<file path="config.mk">
export PLATFORM = sky130hd
export DESIGN_NAME = prm_normal
export DESIGN_NICKNAME = d
export VERILOG_FILES = /design/src/design/prm_pkg.sv /design/src/design/prm_normal.sv
export SDC_FILE = /design/constraint.sdc
export NUM_CORES = 2
export LEC_CHECK = 0
export ABC_AREA = 0
export BUFFER_PORTS_ARGS = -buffer_cell sky130_fd_sc_hd__buf_4
export CORE_MARGIN = 5
export CORE_UTILIZATION = 55
export CTS_BUF_LIST = sky130_fd_sc_hd__clkbuf_4
export DETAILED_ROUTE_END_ITERATION = 16
export PLACE_DENSITY = 0.71
export SYNTH_ARGS = -nofsm -noshare
export SYNTH_HDL_FRONTEND = slang
export SYNTH_SLANG_ARGS = --single-unit
</file>
<file path="constraint.sdc">
create_clock -name clk -period 26.9 [get_ports clk]
set_clock_uncertainty 0.15 [all_clocks]
set_input_delay 5.38 -clock clk [delete_from_list [all_inputs] [get_ports clk]]
set_output_delay 5.38 -clock clk [all_outputs]
set_load 0.1 [all_outputs]
</file>
<file path="src/design/prm_pkg.sv">
// ----------------------------------------------------------------------------
// prm_pkg: shared types and constants for the polyline ribbon mesher
// Coordinate formats, normal format, divider sizing and state encodings.
// ----------------------------------------------------------------------------
package prm_pkg;

  localparam int FRAC    = 16;            // fractional bits of coordinates
  localparam int CW      = 32;            // coordinate width
  localparam int NW      = FRAC + 2;      // signed normal component width
  localparam int QB      = NW;            // quotient bits per division
  localparam int DVW     = 31 + FRAC + 1; // dividend width
  localparam int DSW     = 32 + QB - 1;   // shifted divisor width
  localparam int DIV_CW  = $clog2(QB + 1);
  localparam int HW_W    = 31;            // half width register
  localparam int TOL_W   = 16;            // tolerance register
  localparam int MAGW    = NW - 1 + HW_W; // |n| * half_width
  localparam int OFFW    = MAGW - FRAC + 1;

  localparam logic CFG_HALF_WIDTH = 1'b0;
  localparam logic CFG_TOLERANCE  = 1'b1;

  localparam logic [HW_W-1:0]  HALF_WIDTH_RESET = HW_W'(65536);
  localparam logic [TOL_W-1:0] TOLERANCE_RESET  = TOL_W'(7);

  typedef struct packed {
    logic signed [CW-1:0] x;
    logic signed [CW-1:0] y;
  } xy_t;

  typedef struct packed {
    logic signed [NW-1:0] x;
    logic signed [NW-1:0] y;
  } norm_t;

  typedef enum logic [3:0] {
    N_IDLE, N_START, N_Z1, N_Z2, N_Z3, N_Z4, N_NORM, N_SQ1, N_SQ2, N_SQ3,
    N_SQRT, N_DVS, N_DIV, N_DONE
  } norm_state_t;

  typedef enum logic [2:0] {
    S_IDLE, S_NORM, S_END, S_MX, S_MY, S_OUT
  } seq_state_t;

  typedef enum logic [1:0] {
    Q_STEP, Q_FINAL, Q_CLOSE
  } quad_kind_t;

  // Offset magnitude rounded half up, dropping FRAC bits.
  function automatic logic [OFFW-1:0] round_off(input logic [MAGW-1:0] mag);
    logic [MAGW:0] t;
    t = {1'b0, mag} + ((MAGW+1)'(1) << (FRAC - 1));
    return t[MAGW:FRAC];
  endfunction

  // Saturate a 35-bit signed sum to a coordinate.
  function automatic logic signed [CW-1:0] sat_coord(input logic signed [CW+2:0] v);
    if (v > (CW+3)'(signed'(33'sh0_7FFF_FFFF)))
      return {1'b0, {(CW-1){1'b1}}};
    else if (v < -(CW+3)'(signed'(34'sh0_8000_0000)))
      return {1'b1, {(CW-1){1'b0}}};
    else
      return v[CW-1:0];
  endfunction

endpackage

</file>
<file path="src/design/prm_normal.sv">
// ----------------------------------------------------------------------------
// prm_normal: iterative unit left normal of one segment
// One shared multiplier, a bit-pair square root and a pair of restoring
// dividers step under a small sequencer.
// ----------------------------------------------------------------------------
module prm_normal (
  input  logic                      clk,
  input  logic                      rst,
  input  logic                      start,
  input  prm_pkg::xy_t              a,
  input  prm_pkg::xy_t              b,
  input  logic [prm_pkg::TOL_W-1:0] tol,
  output logic                      done,
  output prm_pkg::norm_t            n
);

  prm_pkg::norm_state_t state, state_next;

  logic signed [32:0] dx, dy;
  logic [32:0] ax, ay, m;
  logic        sx, sy;
  logic [31:0] mul_a, mul_b;
  logic [63:0] prod, acc, v, res, bitv;
  logic [63:0] sq_t;
  logic [prm_pkg::DVW-1:0] remx, remy;
  logic [prm_pkg::DSW-1:0] dsr;
  logic [prm_pkg::QB-1:0]  qx, qy;
  logic [prm_pkg::DIV_CW-1:0] cnt;
  logic in_tol_box;

  assign m          = (ax > ay) ? ax : ay;
  assign in_tol_box = (ax <= 33'(tol)) && (ay <= 33'(tol));
  assign sq_t       = res + bitv;

  always_comb begin
    mul_a = ax[31:0];
    mul_b = ax[31:0];
    case (state)
      prm_pkg::N_Z2, prm_pkg::N_SQ2: begin
        mul_a = ay[31:0];
        mul_b = ay[31:0];
      end
      prm_pkg::N_Z3: begin
        mul_a = 32'(tol);
        mul_b = 32'(tol);
      end
      default: ;
    endcase
  end

  always_ff @(posedge clk) begin
    if (rst) begin
      state <= prm_pkg::N_IDLE;
    end else begin
      state <= state_next;
    end
  end

  // The magnitudes are registered in N_START, so the tolerance box is
  // tested in the following state, N_Z1.
  always_comb begin
    state_next = state;
    done       = 1'b0;
    case (state)
      prm_pkg::N_IDLE:  if (start) state_next = prm_pkg::N_START;
      prm_pkg::N_START: state_next = prm_pkg::N_Z1;
      prm_pkg::N_Z1:    state_next = in_tol_box ? prm_pkg::N_Z2 : prm_pkg::N_NORM;
      prm_pkg::N_Z2:    state_next = prm_pkg::N_Z3;
      prm_pkg::N_Z3:    state_next = prm_pkg::N_Z4;
      prm_pkg::N_Z4:    state_next = (acc <= prod) ? prm_pkg::N_DONE : prm_pkg::N_NORM;
      prm_pkg::N_NORM: begin
        if (m < 33'h0_8000_0000 && m >= 33'h0_4000_0000) state_next = prm_pkg::N_SQ1;
      end
      prm_pkg::N_SQ1:   state_next = prm_pkg::N_SQ2;
      prm_pkg::N_SQ2:   state_next = prm_pkg::N_SQ3;
      prm_pkg::N_SQ3:   state_next = prm_pkg::N_SQRT;
      prm_pkg::N_SQRT:  if (bitv == 64'd1) state_next = prm_pkg::N_DVS;
      prm_pkg::N_DVS:   state_next = prm_pkg::N_DIV;
      prm_pkg::N_DIV:   if (cnt == prm_pkg::DIV_CW'(prm_pkg::QB - 1)) state_next = prm_pkg::N_DONE;
      prm_pkg::N_DONE: begin
        done       = 1'b1;
        state_next = prm_pkg::N_IDLE;
      end
      default: state_next = prm_pkg::N_IDLE;
    endcase
  end

  always_ff @(posedge clk) begin
    prod <= 64'(mul_a) * 64'(mul_b);
    case (state)
      prm_pkg::N_IDLE: begin
        if (start) begin
          dx <= 33'(a.y) - 33'(b.y);
          dy <= 33'(b.x) - 33'(a.x);
        end
      end
      prm_pkg::N_START: begin
        sx <= dx[32];
        sy <= dy[32];
        ax <= dx[32] ? 33'(-dx) : 33'(dx);
        ay <= dy[32] ? 33'(-dy) : 33'(dy);
      end
      prm_pkg::N_Z2: acc <= prod;
      prm_pkg::N_Z3: acc <= acc + prod;
      prm_pkg::N_Z4: begin
        qx <= '0;
        qy <= '0;
      end
      prm_pkg::N_NORM: begin
        // Bring the larger magnitude into [2^30, 2^31).
        if (m >= 33'h0_8000_0000) begin
          ax <= ax >> 1;
          ay <= ay >> 1;
        end else if (m < 33'h0_0800_0000) begin
          ax <= ax << 4;
          ay <= ay << 4;
        end else if (m < 33'h0_4000_0000) begin
          ax <= ax << 1;
          ay <= ay << 1;
        end
      end
      prm_pkg::N_SQ2: acc <= prod;
      prm_pkg::N_SQ3: begin
        v    <= acc + prod;
        res  <= '0;
        bitv <= 64'd1 << 62;
      end
      prm_pkg::N_SQRT: begin
        if (v >= sq_t) begin
          v   <= v - sq_t;
          res <= (res >> 1) + bitv;
        end else begin
          res <= res >> 1;
        end
        bitv <= bitv >> 2;
      end
      prm_pkg::N_DVS: begin
        remx <= (prm_pkg::DVW'(ax[30:0]) << prm_pkg::FRAC) + prm_pkg::DVW'(res[31:1]);
        remy <= (prm_pkg::DVW'(ay[30:0]) << prm_pkg::FRAC) + prm_pkg::DVW'(res[31:1]);
        dsr  <= prm_pkg::DSW'(res[31:0]) << (prm_pkg::QB - 1);
        cnt  <= '0;
        qx   <= '0;
        qy   <= '0;
      end
      prm_pkg::N_DIV: begin
        if (prm_pkg::DSW'(remx) >= dsr) begin
          remx <= remx - prm_pkg::DVW'(dsr);
          qx   <= {qx[prm_pkg::QB-2:0], 1'b1};
        end else begin
          qx <= {qx[prm_pkg::QB-2:0], 1'b0};
        end
        if (prm_pkg::DSW'(remy) >= dsr) begin
          remy <= remy - prm_pkg::DVW'(dsr);
          qy   <= {qy[prm_pkg::QB-2:0], 1'b1};
        end else begin
          qy <= {qy[prm_pkg::QB-2:0], 1'b0};
        end
        dsr <= dsr >> 1;
        cnt <= cnt + prm_pkg::DIV_CW'(1);
      end
      default: ;
    endcase
  end

  assign n.x = sx ? -$signed(qx) : $signed(qx);
  assign n.y = sy ? -$signed(qy) : $signed(qy);

endmodule

</file>
== After elaboration in Yosys (flattened, before gate mapping) ==
Cells that the tools add are included.
W data, S select, Z words.

* $add $sub $neg: 15
* Multipliers: 1
* Order comparisons: 12
* Eq/ne operators: 23
* Multiplexer cells: 38
* Reductions and logical operators: 16

{| class="wikitable"
|+ Operators by type and width
! operator !! count
|-
| $pmux W64 S2 || 4
|-
| $mux W33 || 9
|-
| $pmux W48 S2 || 2
|-
| $pmux W33 S2 || 2
|-
| $add A64 B64 Y64 || 2
|-
| $mux W64 || 2
|-
| $ge A48 B49 Y1 || 2
|-
| $pmux W49 S2 || 1
|-
| $add A47 B31 Y48 || 2
|-
| $mux W48 || 2
|-
| $sub A48 B48 Y48 || 2
|-
| $pmux W18 S2 || 2
|-
| $le A33 B16 Y1 || 2
|-
| $neg A33 Y33 || 2
|-
| $sub A32 B32 Y33 || 2
|-
| $add A63 B64 Y64 || 1
|-
| $eq A64 B1 Y1 const B || 1
|-
| $ge A64 B64 Y1 || 1
|-
| $le A64 B64 Y1 || 1
|-
| $mul A32 B32 Y64 || 1
|-
| $pmux W32 S2 || 1
|-
| $sub A64 B64 Y64 || 1
|-
| $pmux W4 S13 || 1
|-
| $mux W18 || 2
|-
| 25 further kinds || 57
|}

* Register bits: 644
* Output and inout port bits: 37
* Logic and storage cells: 123

== Longest topological paths before layout ==
* Depth in word-level cells: 7
* Depth in mapped cells: 40
* Mapped depth without buffers: 35

== Least setup slack after synthesis ==
No wires, ideal clock.

* Path type: input -> register
* From: in tol[4] in the netlist's numbering
* To: reg prod[60]
* Setup time: 72 ps
* Arrival: 13216 ps
* Required time: 26678 ps
* Slack: 13462 ps
* Stages: 32
* Cells stage by stage: inv_1 nor2_1 a221o_1 inv_1 clkbuf_1 buf_1 nor2_1 fa_1 fa_1 inv_1 fa_1 fa_1 inv_1 fa_1 fa_1 fa_1 inv_1 fa_1 inv_1 ha_1 clkbuf_1 a21o_1 o21bai_1 or2_2 a211oi_1 a21oi_1 o2111ai_1 nand2_1 a221oi_1 o21ai_0 a311oi_1 xnor2_1

* Longest elaborated chain between the ends: 2

{| class="wikitable"
|+ Ends and longest elaborated chain
! what !! RTL line !! RTL
|-
| start, declared || prm_normal.sv:12 || <nowiki>input logic [prm_pkg::TOL_W-1:0] tol,</nowiki>
|-
| $pmux W32 S2 || prm_normal.sv:38 || <nowiki>case (state)</nowiki>
|-
| $mul A32 B32 Y64 || prm_normal.sv:89 || <nowiki>prod <= 64'(mul_a) * 64'(mul_b);</nowiki>
|-
| end signal, assigned || prm_normal.sv:89 ||
|-
| end, declared || prm_normal.sv:23 || <nowiki>logic [63:0] prod, acc, v, res, bitv;</nowiki>
|}

No other way between the ends.
A chain may end at the register's enable or synchronous reset.

== Worst setup path after layout ==
* From: in tol[2] in the netlist's numbering
* To: reg prod[63]

The elaborated chain is that of the path after synthesis.

==> out/metrics.yaml <==
period_minus_slack_ps: 13970
synth-seq-area-share_pct: 22.4
grt_pass1_vias: 64800
rows: 139
holdWs_ps: 399
place_ws_ps: 11930
finalSetupTns_ps: 0
htreeDepth: 4
grt_use_total_pct: 29.6
crit_buf_inv: 6
crit_arrival_ps: 14820
synthCells: 8786
io_pins: 184
nNetsFinal: 10700
synth_ff_type: "edfxtp_1"
async_flop_share_pct: 0
syn_area_per_cell_sq_um: 8.98
synth_fp_nets: 10500
slew_headroom_pct: 14.2
drc: 0
crit_type: "input port to flop"
wl_per_cell_um: 20.7
worstMarginPinSlew_ps: 1280
hold_class: "flop to flop"
ctsResizeCount: 0
grt_pass1_wl_um: 355000
drt_iter0_drc: 6591
fillers: 12600
end_kind: "flop"
worstPathRequired_ps: 27750
synth_edf_count: 544
cts_hold_buf: 0
critPathMaxStageDelay_ps: 870
final_util_pct: 59.1
post_cts_buffers: 0
synth_seq_cells: 611
fin_ws_ps: 12930
cp_top_family: "adder cells"
viasPerCell: 5.90
grt_max_degree: 111
crit_slowest_cell: "clkinv_1"
critPathMaxFanout: 19
cts.sinks: 611
slew_viol_final: 0
clk_latency_ps: 1200
netlist_area_sq_um: 78900
finalCritPeriodShare_pct: 51.9
fmax_ghz: 0.0716
drt_pre_antenna_iters: 9
cts_made_buffers: 171
die_h_um: 389
finalSetupViolations: 0
gp_congestion: 0.998
antenna_found_initial: 6
die_w_um: 389
initial_utilization_pct: 55.1
hold_violations: 0
ant_nets: 0
rsz0062_at_grt: "no"
outcome: "finished, final reports clean"
place.port_buffers: 183
synthToLayoutAreaGrowth_pct: 7.17
core_sq_um: 143000
ys_warn_count: 0
drive_above_1_share_pct: 7.18
grt-ovfl-total: 0
cts-root-buf: "clkbuf_4"
vias: 64700
crit_path_frequent_cell: "fa_1"
dieArea_sq_um: 151000
startpoint_type: "input port"
routed_wl_um: 227000
drv_cap: 0
ys_types: 96
clk_pin_slew_ps: 70
place_hpwl_um: 177000
cts_buffer_depth: 3
cts_tree: "built"
-- worst reg2reg max path, delay by kind of cell, from the launching register on --
kind	cells	cell delay [ps]
fa+ha+maj	9	4370
compound gates	9	2410
simple gates	7	2400
buf+inv	6	1970
flops	1	630
xor+xnor	1	120
-- final cells by class --
type,instances,area (sq um),share of cell area [%]
repair buffers,263,1970,2.33
inverters,1399,5250,6.21
clock inverters,74,428,0.506
flip-flops and latches,611,17700,20.9
multi-input cells,6469,55100,65.1
well taps,1903,2380,2.81
clock buffers,236,1770,2.09
diodes,7,17.5,0.0207
-- logic make-up after synthesis --
logic type      Yosys count  synth area share (%)
compound gates         1912                  15.5
xor+xnor                612                  6.79
mux                      81                  1.03
fa+ha+maj              1609                  33.1
simple gates           2255                  13.1
flops                   611                  22.4
buf+inv                1706                  8.15
-- path summary, 6_finish.rpt --
kind | from | endpoint | slack [ps] | depth (start not counted)
max | tol[2] | prod[63]$_DFF_P_ | 12930 | 30
min | dsr[36]$_DFFE_PP_ | dsr[35]$_DFFE_PP_ | 400 | 2
max reg2reg | state[1]$_SDFFE_PP0P_ | prod[63]$_DFF_P_ | 14660 | 32
min reg2reg | dsr[36]$_DFFE_PP_ | dsr[35]$_DFFE_PP_ | 400 | 2
-- Yosys cell counts (all sizes together) (88+ instances only) --
cell type | instances | share of area, %
clkbuf | 264 | 1.3
nand2 | 651 | 3.1
nor3 | 101 | 0.65
a21oi | 608 | 3.9
ha | 808 | 13
xnor2 | 390 | 4.3
a21o | 244 | 2.3
nand3 | 104 | 0.66
o21bai | 100 | 0.95
o21ai | 366 | 2.3
nor2 | 817 | 3.9
fa | 801 | 20
nand4 | 88 | 0.70
inv | 1390 | 6.6
nor2b | 91 | 0.72
edfxtp | 544 | 21
xor2 | 222 | 2.5
-- cell usage in the layout (no fill, tap or decap), types with 20 or more instances in the layout --
| cell | synthesis | final |
|---|---|---|
| clkinv_1 | 9 | 53 |
| clkbuf_4 | 0 | 236 |
| o21ai_0 | 341 | 340 |
| a21boi_0 | 20 | 20 |
| inv_1 | 1389 | 1388 |
| and2_1 | 86 | 85 |
| dfxtp_1 | 67 | 67 |
| nand4_1 | 88 | 88 |
| edfxtp_1 | 544 | 544 |
| nor3_1 | 100 | 99 |
| a211oi_1 | 83 | 83 |
| mux2i_1 | 78 | 78 |
| o21a_1 | 45 | 45 |
| xnor2_1 | 390 | 390 |
| o31ai_1 | 61 | 60 |
| a21o_1 | 244 | 244 |
| o21bai_1 | 100 | 99 |
| nand3_1 | 104 | 103 |
| or2_2 | 24 | 24 |
| and3_1 | 77 | 76 |
| buf_4 | 2 | 263 |
| nand2b_1 | 55 | 54 |
| o21ai_1 | 24 | 24 |
| o211ai_1 | 29 | 29 |
| ha_1 | 808 | 808 |
| nor2b_1 | 91 | 90 |
| a21oi_1 | 608 | 598 |
| xor2_1 | 222 | 222 |
| a31oi_1 | 75 | 74 |
| o22ai_1 | 63 | 62 |
| or3_1 | 50 | 50 |
| a31o_2 | 28 | 28 |
| nor2_1 | 817 | 813 |
| fa_1 | 801 | 801 |
| nor4_1 | 46 | 46 |
| nand2_1 | 651 | 651 |
-- per-stage QoR --
stage	instance area, sq um	std cells
after floorplan	78900	8786
after detailed placement	82400	10600
after global placement	82400	10600
after CTS	84600	11000
final	84600	11000
after global routing	84600	11000
-- state kept, by name (all words and copies together) (netlist names) --
signal,count
acc,64
res,64
v,64
prod,63
dsr,49
remx,48
remy,48
ax,33
ay,33
dx,33
dy,33
bitv,32
qx,18
qy,18
cnt,5
state,4
sx,1
sy,1
-- per-layer routing --
metal | up-vias | part of all wire [%] | global-route usage (%)
met2 | 2928 | 43 | 44.8
met3 | 567 | 9.9 | 6.45
met5 | - | 0.011 | 0
li1 | 30000 | - | -
met4 | 4 | 4.5 | 12.0
met1 | 31200 | 42 | 41.6
Power is left out: the tool's default activity adds up to more than one toggle a clock period on the data nets, which glitch-free logic cannot reach.
